`src/sv/jac_pkg.sv`:
```
// Shared types and constants for the joystick axis and button conditioner.
`timescale 1ns / 1ps
`default_nettype none

package jac_pkg;

    localparam int SAMPLE_W = 12;
    localparam int AXIS_W   = 8;
    localparam int MAG_W    = 7;
    localparam int MASK_W   = 6;
    localparam int CFG_DW   = 12;
    localparam int CFG_IW   = 3;

    // Event list slots: key i down at bit 2i, key i up at bit 2i+1, joystick last.
    localparam int EV_W       = 11;
    localparam int EV_JOY_BIT = 10;
    localparam logic [EV_W-1:0] EV_UP_MASK = 11'b01010101010;

    localparam logic [CFG_IW-1:0] CFG_X_CENTER      = 3'd0;
    localparam logic [CFG_IW-1:0] CFG_Y_CENTER      = 3'd1;
    localparam logic [CFG_IW-1:0] CFG_AXIS_MODE     = 3'd2;
    localparam logic [CFG_IW-1:0] CFG_DEAD_ZONE     = 3'd3;
    localparam logic [CFG_IW-1:0] CFG_NAV_THRESHOLD = 3'd4;
    localparam logic [CFG_IW-1:0] CFG_NAV_RELEASE   = 3'd5;
    localparam logic [CFG_IW-1:0] CFG_ADC_PRESENT   = 3'd6;

    localparam logic [SAMPLE_W-1:0] RST_X_CENTER      = 12'd1800;
    localparam logic [SAMPLE_W-1:0] RST_Y_CENTER      = 12'd1680;
    localparam logic [2:0]          RST_AXIS_MODE     = 3'd0;
    localparam logic [MAG_W-1:0]    RST_DEAD_ZONE     = 7'd3;
    localparam logic [MAG_W-1:0]    RST_NAV_THRESHOLD = 7'd20;
    localparam logic [MAG_W-1:0]    RST_NAV_RELEASE   = 7'd10;

    localparam logic [1:0] NAV_NEUTRAL = 2'd0;
    localparam logic [1:0] NAV_POS     = 2'd1;
    localparam logic [1:0] NAV_NEG     = 2'd3;

    typedef enum logic [1:0] {
        KIND_DOWN = 2'd0,
        KIND_UP   = 2'd1,
        KIND_JOY  = 2'd2
    } event_kind_t;

    typedef enum logic [2:0] {
        KEY_WEAPON = 3'd0,
        KEY_MAP    = 3'd1,
        KEY_MENU   = 3'd2,
        KEY_LEFT   = 3'd3,
        KEY_RIGHT  = 3'd4,
        KEY_UP     = 3'd5,
        KEY_DOWN   = 3'd6
    } key_t;

    typedef struct packed {
        logic [SAMPLE_W-1:0] x_center;
        logic [SAMPLE_W-1:0] y_center;
        logic [2:0]          axis_mode;
        logic [MAG_W-1:0]    dead_zone;
        logic [MAG_W-1:0]    nav_threshold;
        logic [MAG_W-1:0]    nav_release;
        logic                adc_present;
    } cfg_t;

    typedef struct packed {
        logic adc_ok;
        logic fire;
        logic use_btn;
        logic speed;
        logic weapon;
        logic map;
        logic menu;
        logic menu_active;
    } side_t;

    typedef struct packed {
        logic [EV_W-1:0]          ev;
        key_t                     key_x;
        key_t                     key_y;
        logic [MASK_W-1:0]        mask;
        logic signed [AXIS_W-1:0] ax;
        logic signed [AXIS_W-1:0] ay;
    } ev_list_t;

endpackage

`default_nettype wire

```
`src/sv/jac_scale.sv`:
```
// Three-stage centering and scaling pipeline for one axis.
`timescale 1ns / 1ps
`default_nettype none

module jac_scale #(
    parameter int ADC_BITS   = 12,
    parameter int AXIS_LIMIT = 65,
    parameter int RAW_SPAN   = 1800
) (
    input  wire logic                               clk,
    input  wire logic                               en,
    input  wire logic [jac_pkg::SAMPLE_W-1:0]       raw,
    input  wire logic [jac_pkg::SAMPLE_W-1:0]       center,
    output logic signed [jac_pkg::AXIS_W-1:0]       value
);
    import jac_pkg::*;

    localparam int SW = (ADC_BITS < SAMPLE_W) ? ADC_BITS : SAMPLE_W;
    localparam logic [SAMPLE_W-1:0] RAW_MASK = SAMPLE_W'((32'd1 << SW) - 32'd1);
    localparam int LW = $clog2(AXIS_LIMIT + 1);
    localparam int PW = SAMPLE_W + LW;
    localparam int MW = PW + 1;
    localparam int QW = PW + 1;
    localparam int DW = $clog2(RAW_SPAN + 1);
    localparam int CW = (PW > DW) ? PW + 1 : DW + 1;
    localparam logic [MW-1:0] RECIP = MW'((64'd1 << PW) / RAW_SPAN);
    localparam logic [DW-1:0] SPAN  = DW'(RAW_SPAN);
    localparam logic [LW-1:0] LIMIT = LW'(AXIS_LIMIT);

    logic signed [SAMPLE_W:0] delta;
    logic [SAMPLE_W-1:0]      mag;
    logic [PW-1:0]            prod_next;
    logic [PW-1:0]            prod1_reg;
    logic                     sign1_reg;
    logic [PW+MW-1:0]         full;
    logic [QW-1:0]            q0_next;
    logic [QW-1:0]            q0_reg;
    logic [PW-1:0]            prod2_reg;
    logic                     sign2_reg;
    logic [CW-1:0]            back;
    logic [CW-1:0]            rem;
    logic [QW-1:0]            quot;
    logic [MAG_W-1:0]         mag_next;
    logic [MAG_W-1:0]         mag3_reg;
    logic                     sign3_reg;

    // Stage 1: magnitude of the offset from center, times the axis limit.
    always_comb
    begin
        delta = $signed({1'b0, raw & RAW_MASK}) - $signed({1'b0, center});
        mag = delta[SAMPLE_W] ? SAMPLE_W'(-delta) : SAMPLE_W'(delta);
        prod_next = PW'(mag) * PW'(LIMIT);
    end

    // Stage 2: reciprocal estimate, never above the true quotient and at most one below.
    always_comb
    begin
        full = (PW+MW)'(prod1_reg) * (PW+MW)'(RECIP);
        q0_next = QW'(full >> PW);
    end

    // Stage 3: one correction step, then clamp.
    always_comb
    begin
        back = CW'(q0_reg) * CW'(SPAN);
        rem = CW'(prod2_reg) - back;
        quot = q0_reg + QW'(rem >= CW'(SPAN));
        mag_next = (quot > QW'(AXIS_LIMIT)) ? MAG_W'(AXIS_LIMIT) : MAG_W'(quot);
    end

    always_ff @(posedge clk)
    begin
        if (en)
        begin
            prod1_reg <= prod_next;
            sign1_reg <= delta[SAMPLE_W];
            q0_reg    <= q0_next;
            prod2_reg <= prod1_reg;
            sign2_reg <= sign1_reg;
            mag3_reg  <= mag_next;
            sign3_reg <= sign2_reg;
        end
    end

    assign value = sign3_reg ? -$signed({1'b0, mag3_reg}) : $signed({1'b0, mag3_reg});

endmodule

`default_nettype wire

```
`src/sv/jac_events.sv`:
```
// Button edges, dead zone, axis mapping, menu navigation and change detection.
`timescale 1ns / 1ps
`default_nettype none

module jac_events (
    input  wire logic                          clk,
    input  wire logic                          rst_n,
    input  wire logic                          take,
    input  wire jac_pkg::side_t                side,
    input  wire logic signed [jac_pkg::AXIS_W-1:0] sx,
    input  wire logic signed [jac_pkg::AXIS_W-1:0] sy,
    input  wire jac_pkg::cfg_t                 cfg,
    output jac_pkg::ev_list_t                  list
);
    import jac_pkg::*;

    typedef struct packed {
        logic       fire;
        logic       neg;
        logic [1:0] latch;
    } nav_t;

    function automatic logic signed [AXIS_W-1:0] dead_zone_apply(
        input logic signed [AXIS_W-1:0] s,
        input logic [MAG_W-1:0]         dz
    );
        logic signed [AXIS_W:0] s9;
        logic signed [AXIS_W:0] dz9;
        s9 = {s[AXIS_W-1], s};
        dz9 = $signed({2'b00, dz});
        dead_zone_apply = (s9 > -dz9 && s9 < dz9) ? '0 : s;
    endfunction

    function automatic nav_t nav_step(
        input logic signed [AXIS_W-1:0] v,
        input logic [1:0]               latch,
        input logic [MAG_W-1:0]         th,
        input logic [MAG_W-1:0]         rl
    );
        logic signed [AXIS_W:0] v9;
        logic signed [AXIS_W:0] th9;
        logic signed [AXIS_W:0] rl9;
        logic                   dneg;
        logic                   dpos;
        nav_t                   r;
        v9 = {v[AXIS_W-1], v};
        th9 = $signed({2'b00, th});
        rl9 = $signed({2'b00, rl});
        dneg = (v9 <= -th9);
        dpos = !dneg && (v9 >= th9);
        r.fire = 1'b0;
        r.neg = dneg;
        r.latch = latch;
        if ((dneg || dpos) && latch == NAV_NEUTRAL)
        begin
            r.fire = 1'b1;
            r.latch = dneg ? NAV_NEG : NAV_POS;
        end
        else if (latch != NAV_NEUTRAL && v9 > -rl9 && v9 < rl9)
        begin
            r.latch = NAV_NEUTRAL;
        end
        nav_step = r;
    endfunction

    logic                     weapon_seen_reg;
    logic                     map_seen_reg;
    logic                     menu_seen_reg;
    logic [1:0]               nav_x_reg;
    logic [1:0]               nav_y_reg;
    logic [MASK_W-1:0]        sent_mask_reg;
    logic signed [AXIS_W-1:0] sent_x_reg;
    logic signed [AXIS_W-1:0] sent_y_reg;

    logic [1:0]               nav_x_next;
    logic [1:0]               nav_y_next;
    logic [MASK_W-1:0]        sent_mask_next;
    logic signed [AXIS_W-1:0] sent_x_next;
    logic signed [AXIS_W-1:0] sent_y_next;

    logic                     analog;
    logic                     w_edge;
    logic                     m_edge;
    logic                     mn_edge;
    logic [MASK_W-1:0]        mask;
    logic signed [AXIS_W-1:0] cx;
    logic signed [AXIS_W-1:0] cy;
    logic signed [AXIS_W-1:0] ax;
    logic signed [AXIS_W-1:0] ay;
    logic signed [AXIS_W-1:0] jx;
    logic signed [AXIS_W-1:0] jy;
    nav_t                     nx;
    nav_t                     ny;
    logic                     x_pulse;
    logic                     y_pulse;
    logic                     joy;

    always_comb
    begin
        w_edge  = side.weapon & ~weapon_seen_reg;
        m_edge  = side.map & ~map_seen_reg;
        mn_edge = side.menu & ~menu_seen_reg;
        analog  = cfg.adc_present & side.adc_ok;
        mask = {side.fire, 1'b0, side.use_btn, side.speed, 2'b00};

        cx = dead_zone_apply(sx, cfg.dead_zone);
        cy = dead_zone_apply(sy, cfg.dead_zone);
        ax = cfg.axis_mode[0] ? cy : cx;
        ay = cfg.axis_mode[0] ? cx : cy;
        if (cfg.axis_mode[1])
        begin
            ax = -ax;
        end
        if (cfg.axis_mode[2])
        begin
            ay = -ay;
        end

        nx = nav_step(ax, nav_x_reg, cfg.nav_threshold, cfg.nav_release);
        ny = nav_step(ay, nav_y_reg, cfg.nav_threshold, cfg.nav_release);

        x_pulse = 1'b0;
        y_pulse = 1'b0;
        jx = ax;
        jy = ay;
        nav_x_next = nav_x_reg;
        nav_y_next = nav_y_reg;
        if (analog)
        begin
            if (side.menu_active)
            begin
                x_pulse = nx.fire;
                y_pulse = ny.fire;
                nav_x_next = nx.latch;
                nav_y_next = ny.latch;
                jx = '0;
                jy = '0;
            end
            else
            begin
                nav_x_next = NAV_NEUTRAL;
                nav_y_next = NAV_NEUTRAL;
            end
        end

        joy = analog && (mask != sent_mask_reg || jx != sent_x_reg || jy != sent_y_reg);
        sent_mask_next = joy ? mask : sent_mask_reg;
        sent_x_next    = joy ? jx : sent_x_reg;
        sent_y_next    = joy ? jy : sent_y_reg;

        list.ev = {joy, y_pulse, y_pulse, x_pulse, x_pulse,
                   mn_edge, mn_edge, m_edge, m_edge, w_edge, w_edge};
        list.key_x = nx.neg ? KEY_LEFT : KEY_RIGHT;
        list.key_y = ny.neg ? KEY_UP : KEY_DOWN;
        list.mask = mask;
        list.ax = jx;
        list.ay = jy;
    end

    always_ff @(posedge clk or negedge rst_n)
    begin
        if (!rst_n)
        begin
            weapon_seen_reg <= 1'b0;
            map_seen_reg    <= 1'b0;
            menu_seen_reg   <= 1'b0;
            nav_x_reg       <= NAV_NEUTRAL;
            nav_y_reg       <= NAV_NEUTRAL;
            sent_mask_reg   <= '0;
            sent_x_reg      <= '0;
            sent_y_reg      <= '0;
        end
        else if (take)
        begin
            weapon_seen_reg <= side.weapon;
            map_seen_reg    <= side.map;
            menu_seen_reg   <= side.menu;
            nav_x_reg       <= nav_x_next;
            nav_y_reg       <= nav_y_next;
            sent_mask_reg   <= sent_mask_next;
            sent_x_reg      <= sent_x_next;
            sent_y_reg      <= sent_y_next;
        end
    end

endmodule

`default_nettype wire

```
`src/sv/jac_serial.sv`:
```
// Holds one item's event list and sends its events out one request per cycle while out_stall is low.
`timescale 1ns / 1ps
`default_nettype none

module jac_serial (
    input  wire logic                          clk,
    input  wire logic                          rst_n,
    input  wire logic                          load,
    input  wire jac_pkg::ev_list_t             list,
    input  wire logic                          out_stall,
    output logic                               list_free,
    output logic                               out_valid,
    output logic [1:0]                         event_kind,
    output logic [2:0]                         key_code,
    output logic [jac_pkg::MASK_W-1:0]         button_mask,
    output logic signed [jac_pkg::AXIS_W-1:0]  axis_x,
    output logic signed [jac_pkg::AXIS_W-1:0]  axis_y,
    output logic                               last_of_run
);
    import jac_pkg::*;

    logic [EV_W-1:0]          pend_reg;
    logic [EV_W-1:0]          pend_next;
    ev_list_t                 hold_reg;
    logic [EV_W-1:0]          pick;
    logic [EV_W-1:0]          after;
    logic                     pop;
    logic                     out_valid_reg;
    event_kind_t              kind_reg;
    key_t                     key_reg;
    logic [MASK_W-1:0]        mask_reg;
    logic signed [AXIS_W-1:0] ax_reg;
    logic signed [AXIS_W-1:0] ay_reg;
    logic                     last_reg;
    event_kind_t              kind_next;
    key_t                     key_next;

    always_comb
    begin
        pop = (pend_reg != '0) && (!out_valid_reg || !out_stall);
        pick = pend_reg & (~pend_reg + EV_W'(1));
        after = pop ? (pend_reg & ~pick) : pend_reg;
        list_free = (after == '0);
        pend_next = load ? list.ev : after;

        if (pick[EV_JOY_BIT])
        begin
            kind_next = KIND_JOY;
        end
        else if ((pick & EV_UP_MASK) != '0)
        begin
            kind_next = KIND_UP;
        end
        else
        begin
            kind_next = KIND_DOWN;
        end

        if (pick[1] | pick[0])
        begin
            key_next = KEY_WEAPON;
        end
        else if (pick[3] | pick[2])
        begin
            key_next = KEY_MAP;
        end
        else if (pick[5] | pick[4])
        begin
            key_next = KEY_MENU;
        end
        else if (pick[7] | pick[6])
        begin
            key_next = hold_reg.key_x;
        end
        else if (pick[9] | pick[8])
        begin
            key_next = hold_reg.key_y;
        end
        else
        begin
            key_next = KEY_WEAPON;
        end
    end

    always_ff @(posedge clk or negedge rst_n)
    begin
        if (!rst_n)
        begin
            pend_reg      <= '0;
            out_valid_reg <= 1'b0;
        end
        else
        begin
            pend_reg <= pend_next;
            if (pop)
            begin
                out_valid_reg <= 1'b1;
            end
            else if (!out_stall)
            begin
                out_valid_reg <= 1'b0;
            end
        end
    end

    always_ff @(posedge clk)
    begin
        if (load)
        begin
            hold_reg <= list;
        end
        if (pop)
        begin
            kind_reg <= kind_next;
            key_reg  <= key_next;
            last_reg <= (after == '0);
            if (pick[EV_JOY_BIT])
            begin
                mask_reg <= hold_reg.mask;
                ax_reg   <= hold_reg.ax;
                ay_reg   <= hold_reg.ay;
            end
            else
            begin
                mask_reg <= '0;
                ax_reg   <= '0;
                ay_reg   <= '0;
            end
        end
    end

    assign out_valid   = out_valid_reg;
    assign event_kind  = kind_reg;
    assign key_code    = key_reg;
    assign button_mask = mask_reg;
    assign axis_x      = ax_reg;
    assign axis_y      = ay_reg;
    assign last_of_run = last_reg;

endmodule

`default_nettype wire

```
`src/sv/joystick_axis_and_button_conditioner.sv`:
```
// Top level of the joystick axis and button conditioner.
//
//  channel   direction  handshake            payload
//  poll      in         in_valid / in_stall  raw_x raw_y adc_ok button levels menu_active
//  event     out        out_valid/out_stall  event_kind key_code button_mask axis_x
//                                            axis_y last_of_run
//  config    in         cfg_we               cfg_index cfg_data
//
// A poll request passes an input register and three scaling stages; its event list is
// then loaded into the serializer, which moves its first event into the output register. The
// event serializer sends one event per cycle while out_stall is low; a poll causes up to
// eleven events. Reset restores the register defaults and clears edge, latch and sent state.
// in_stall is high while a request waits in the last stage and the serializer still holds
// events of an earlier request beyond the one being sent; out_stall holds the output register.
`timescale 1ns / 1ps
`default_nettype none

module joystick_axis_and_button_conditioner #(
    parameter int ADC_BITS   = 12,
    parameter int AXIS_LIMIT = 65,
    parameter int RAW_SPAN   = 1800
) (
    input  wire logic                               clk,
    input  wire logic                               rst_n,
    input  wire logic                               in_valid,
    output logic                                    in_stall,
    input  wire logic [jac_pkg::SAMPLE_W-1:0]       raw_x,
    input  wire logic [jac_pkg::SAMPLE_W-1:0]       raw_y,
    input  wire logic                               adc_ok,
    input  wire logic                               fire_btn,
    input  wire logic                               btn_use,
    input  wire logic                               speed_btn,
    input  wire logic                               weapon_btn,
    input  wire logic                               btn_map,
    input  wire logic                               menu_btn,
    input  wire logic                               menu_active,
    output logic                                    out_valid,
    input  wire logic                               out_stall,
    output logic [1:0]                              event_kind,
    output logic [2:0]                              key_code,
    output logic [jac_pkg::MASK_W-1:0]              button_mask,
    output logic signed [jac_pkg::AXIS_W-1:0]       axis_x,
    output logic signed [jac_pkg::AXIS_W-1:0]       axis_y,
    output logic                                    last_of_run,
    input  wire logic                               cfg_we,
    input  wire logic [jac_pkg::CFG_IW-1:0]         cfg_index,
    input  wire logic [jac_pkg::CFG_DW-1:0]         cfg_data
);
    import jac_pkg::*;

    cfg_t                     cfg_reg;
    logic [3:0]               valid_reg;
    side_t                    side_reg [4];
    logic [SAMPLE_W-1:0]      raw_x_reg;
    logic [SAMPLE_W-1:0]      raw_y_reg;
    side_t                    side_in;
    logic                     en;
    logic                     take;
    logic                     list_free;
    logic signed [AXIS_W-1:0] sx;
    logic signed [AXIS_W-1:0] sy;
    ev_list_t                 list;

    always_ff @(posedge clk or negedge rst_n)
    begin
        if (!rst_n)
        begin
            cfg_reg.x_center      <= RST_X_CENTER;
            cfg_reg.y_center      <= RST_Y_CENTER;
            cfg_reg.axis_mode     <= RST_AXIS_MODE;
            cfg_reg.dead_zone     <= RST_DEAD_ZONE;
            cfg_reg.nav_threshold <= RST_NAV_THRESHOLD;
            cfg_reg.nav_release   <= RST_NAV_RELEASE;
            cfg_reg.adc_present   <= 1'b0;
        end
        else if (cfg_we)
        begin
            case (cfg_index)
                CFG_X_CENTER:      cfg_reg.x_center      <= cfg_data;
                CFG_Y_CENTER:      cfg_reg.y_center      <= cfg_data;
                CFG_AXIS_MODE:     cfg_reg.axis_mode     <= cfg_data[2:0];
                CFG_DEAD_ZONE:     cfg_reg.dead_zone     <= cfg_data[MAG_W-1:0];
                CFG_NAV_THRESHOLD: cfg_reg.nav_threshold <= cfg_data[MAG_W-1:0];
                CFG_NAV_RELEASE:   cfg_reg.nav_release   <= cfg_data[MAG_W-1:0];
                CFG_ADC_PRESENT:   cfg_reg.adc_present   <= cfg_data[0];
                default:           ;
            endcase
        end
    end

    // The whole pipeline moves together; it only holds when the last stage
    // cannot hand its event list to the serializer.
    assign en       = !valid_reg[3] || list_free;
    assign take     = valid_reg[3] && en;
    assign in_stall = !en;

    always_comb
    begin
        side_in.adc_ok      = adc_ok;
        side_in.fire        = fire_btn;
        side_in.use_btn     = btn_use;
        side_in.speed       = speed_btn;
        side_in.weapon      = weapon_btn;
        side_in.map         = btn_map;
        side_in.menu        = menu_btn;
        side_in.menu_active = menu_active;
    end

    always_ff @(posedge clk or negedge rst_n)
    begin
        if (!rst_n)
        begin
            valid_reg <= '0;
        end
        else if (en)
        begin
            valid_reg <= {valid_reg[2:0], in_valid};
        end
    end

    always_ff @(posedge clk)
    begin
        if (en)
        begin
            raw_x_reg   <= raw_x;
            raw_y_reg   <= raw_y;
            side_reg[0] <= side_in;
            side_reg[1] <= side_reg[0];
            side_reg[2] <= side_reg[1];
            side_reg[3] <= side_reg[2];
        end
    end

    jac_scale #(
        .ADC_BITS   (ADC_BITS),
        .AXIS_LIMIT (AXIS_LIMIT),
        .RAW_SPAN   (RAW_SPAN)
    ) u_scale_x (
        .clk    (clk),
        .en     (en),
        .raw    (raw_x_reg),
        .center (cfg_reg.x_center),
        .value  (sx)
    );

    jac_scale #(
        .ADC_BITS   (ADC_BITS),
        .AXIS_LIMIT (AXIS_LIMIT),
        .RAW_SPAN   (RAW_SPAN)
    ) u_scale_y (
        .clk    (clk),
        .en     (en),
        .raw    (raw_y_reg),
        .center (cfg_reg.y_center),
        .value  (sy)
    );

    jac_events u_events (
        .clk   (clk),
        .rst_n (rst_n),
        .take  (take),
        .side  (side_reg[3]),
        .sx    (sx),
        .sy    (sy),
        .cfg   (cfg_reg),
        .list  (list)
    );

    jac_serial u_serial (
        .clk         (clk),
        .rst_n       (rst_n),
        .load        (take),
        .list        (list),
        .out_stall   (out_stall),
        .list_free   (list_free),
        .out_valid   (out_valid),
        .event_kind  (event_kind),
        .key_code    (key_code),
        .button_mask (button_mask),
        .axis_x      (axis_x),
        .axis_y      (axis_y),
        .last_of_run (last_of_run)
    );

endmodule

`default_nettype wire

```
`config.mk`:
```
export PLATFORM = sky130hd
export DESIGN_NAME = joystick_axis_and_button_conditioner
export DESIGN_NICKNAME = d
export VERILOG_FILES = /design/src/sv/jac_pkg.sv /design/src/sv/jac_scale.sv /design/src/sv/jac_events.sv /design/src/sv/jac_serial.sv /design/src/sv/joystick_axis_and_button_conditioner.sv
export SDC_FILE = /design/constraint.sdc
export NUM_CORES = 1
export LEC_CHECK = 0
export ABC_AREA = 1
export BUFFER_PORTS_ARGS = -buffer_cell sky130_fd_sc_hd__buf_2
export CORE_ASPECT_RATIO = 1.4
export CORE_MARGIN = 3
export CORE_UTILIZATION = 50
export DETAILED_ROUTE_END_ITERATION = 8
export PLACE_DENSITY = 0.65
export SLEW_MARGIN = 20
export SYNTH_ARGS = -nofsm -noshare
export SYNTH_HDL_FRONTEND = slang
export SYNTH_SLANG_ARGS = --single-unit
export TNS_END_PERCENT = 5
```
`constraint.sdc`:
```
create_clock -name clk -period 13.7 [get_ports clk]
set_input_delay 0.685 -clock clk [delete_from_list [all_inputs] [get_ports clk]]
set_output_delay 0.685 -clock clk [all_outputs]
set_load 0.01 [all_outputs]
```
==> reports/results.txt <==
cts bufs inserted: 31
Remaining Overflow, GRT: 0
Period Utilization, post-route: 49.7%
Post-CTS Setup Repair Bufs: 0
chip width: 195 µm
Die Span Y: 271 µm
core area: 0.0492 mm²
Hold Fails Final Rpt: 0
Synth Instances: 2708
Worst-path clk slew: 0.07 ns
RR Startpoint: u_scale_x.q0_reg[1]
GP Congestion: 0.885
worst slew pin tran: 0.898 ns
first-pass GRT wire length: 87.9 mm
sequential share of the synthesized area: 34.6%
commonest non-fill, non-tap cell in the layout: nand2_1
dpl cells: 3395
Seq cells post-synth: 303
fin crit period: 6.81 ns
commonest cells after routing, fill and taps aside: nand2_1 (482), ha_1 (451), inv_1 (401)
TritonCTS Sinks: 303
vias in the first global route: 18600
Worst Path Required: 14.03 ns
status: complete, no violations
Max clock buf depth: 3
CTS root buffer: clkbuf_16
Initial DRC Count: 800
Post-Syn Area: 0.0251 mm²
hold_ws: 0.263 ns
R2R Path End: u_scale_x.mag3_reg[0]
wire per inst: 15.4 µm
port buffer count: 78
Routed Antenna Nets: 0
Global Route Usage Sum: 20.0%
via count: 18200
Crit path largest cell delay: 0.55 ns
worst hold-check path type: primary input to register
number of flops mapped to enable cells by yosys: 212
CP max-delay cell: edfxtp_1
Synth Flop Type: edfxtp_1
drt pass-1 iters: 5
pre-CTS setup slack: 6.92 ns
Clock Skew: 0.0198 ns
layout cells sized above 1: 8.13%
net total in the final layout: 3373
Slew Viols, Final: 0
vias per cell: 5.26
startpoint class of the critical path: register
asr flop ratio synth: 30.0%
largest net degree at the start of global routing: 71
Final setup viols: 0
Mapped Avg Cell Area: 9.25 µm²
Non-Filler Instances: 3454
critical path endpoint category: register
max reg flops: 49
# DRC: 0
Sum Neg Setup Slack: 0 ns
initial core utilization: 50.9%
H-tree levels: 1
ANT cells: 0
RSZ-0062 raised after global routing: no
synth unique cells: 53
Max Fclk: 0.147 GHz
hpwl dp: 42.9 mm
Crit Path Class: register to register
hold path start: adc_ok
R2R Setup Slk: 6.89 ns
WP data arrival: 7.14 ns
worst r2r path cells: 28
worst-path fanout max: 8
Hold Crit Endpoint: side_reg[0][7]
# IOs: 82
wirelength, routed: 53.1 mm
# rows: 96
Area growth, synth to finish: 8.26%
max_slew headroom: 40.2%
Max Cap Viol: 0
initial antenna violation count: 0
Synth Warn #: 0
Worst-Skew Late Latency: 0.59 ns
setup ws final: 6.89 ns
CTS tree: yes
hold path cells: 1
die footprint: 0.0529 mm²
## per-stage QoR
stage | utilization (%) | cell area [µm²]
2_1_floorplan | - | 25100
3_3_place_gp | 53.0 | 26100
3_5_place_dp | 53.0 | 26100
4_1_cts | 55.1 | 27100
5_1_grt | 55.1 | 27100
6_report | 55.1 | 27100
## cells by family (layout without fill, tap and decap cells)
kind of cell	Yosys count	in the layout	synth area share, %
AO/OA/AOI/OAI	374	374	8.50
XOR/XNOR	153	153	5.38
adder cells (fa/ha/maj)	529	529	28.7
buffers and inverters	447	554	7.01
flip-flops	303	303	34.6
other	1	3	0.0150
AND/OR/NAND/NOR	901	901	15.8
## critical path, delay by kind of cell, from the launching register on
family	cells	cell delay (ns)
AOI/OAI and AO/OA	5	0.98
xor gates and xnor gates	3	0.46
adders and majority gates	7	2.64
buffers and inverters	3	0.24
DFF	1	0.55
and+or+nand+nor	10	1.67
## layout make-up
type / count / area, µm²
clock inverter: 12 / 159
fill: 4413 / 22100
tap: 637 / 797
inverter: 413 / 1550
clock buffer: 46 / 872
multi-input combinational: 1960 / 14700
sequential: 303 / 8660
timing repair buffer: 83 / 433
## what timing repair did
| action | 4_1_cts | 5_1_grt |
|---|---|---|
| resized for setup | 0 | 0 |
| endpoints found under the hold margin | 5 | 0 |
| hold buffers | 1 | 0 |
## routing by layer
metal,vias up,part of all wire [%],GRT usage (%)
li1,9257,-,-
met1,8539,41,23.0
met2,268,52,37.6
met3,108,3.0,1.97
met4,0,4.2,8.18
met5,-,0,0
## cell usage after synthesis (12+ instances only)
master	count	area, µm²
a21o_1	12	90.1
a21oi_1	150	751
dfrtp_1	77	1930
dfstp_2	14	368
edfxtp_1	212	6370
fa_1	78	1560
ha_1	451	5640
inv_1	401	1510
nand2_1	483	1810
nand2_2	23	144
nand3_1	117	586
nand3_2	21	210
nand4_1	29	181
nor2_1	157	589
nor2_2	13	81.3
nor3_1	29	145
o21a_1	12	90.1
o21ai_0	126	631
o21bai_1	18	135
xnor2_1	32	280
xor2_1	120	1050
## worst max path at each step
stage,startpoint,endpoint
2_1_floorplan,u_serial.pend_reg[0],in_stall
3_3_place_gp,u_scale_x.q0_reg[1],u_scale_x.mag3_reg[6]
3_5_place_dp,u_scale_x.q0_reg[1],u_scale_x.mag3_reg[0]
4_1_cts,u_scale_x.q0_reg[1],u_scale_x.mag3_reg[0]
5_1_grt,u_scale_x.q0_reg[1],u_scale_x.mag3_reg[6]
6_report,u_scale_x.q0_reg[1],u_scale_x.mag3_reg[0]
Power is left out: the tool's default activity adds up to more than one toggle a clock period on the data nets, which glitch-free logic cannot reach.
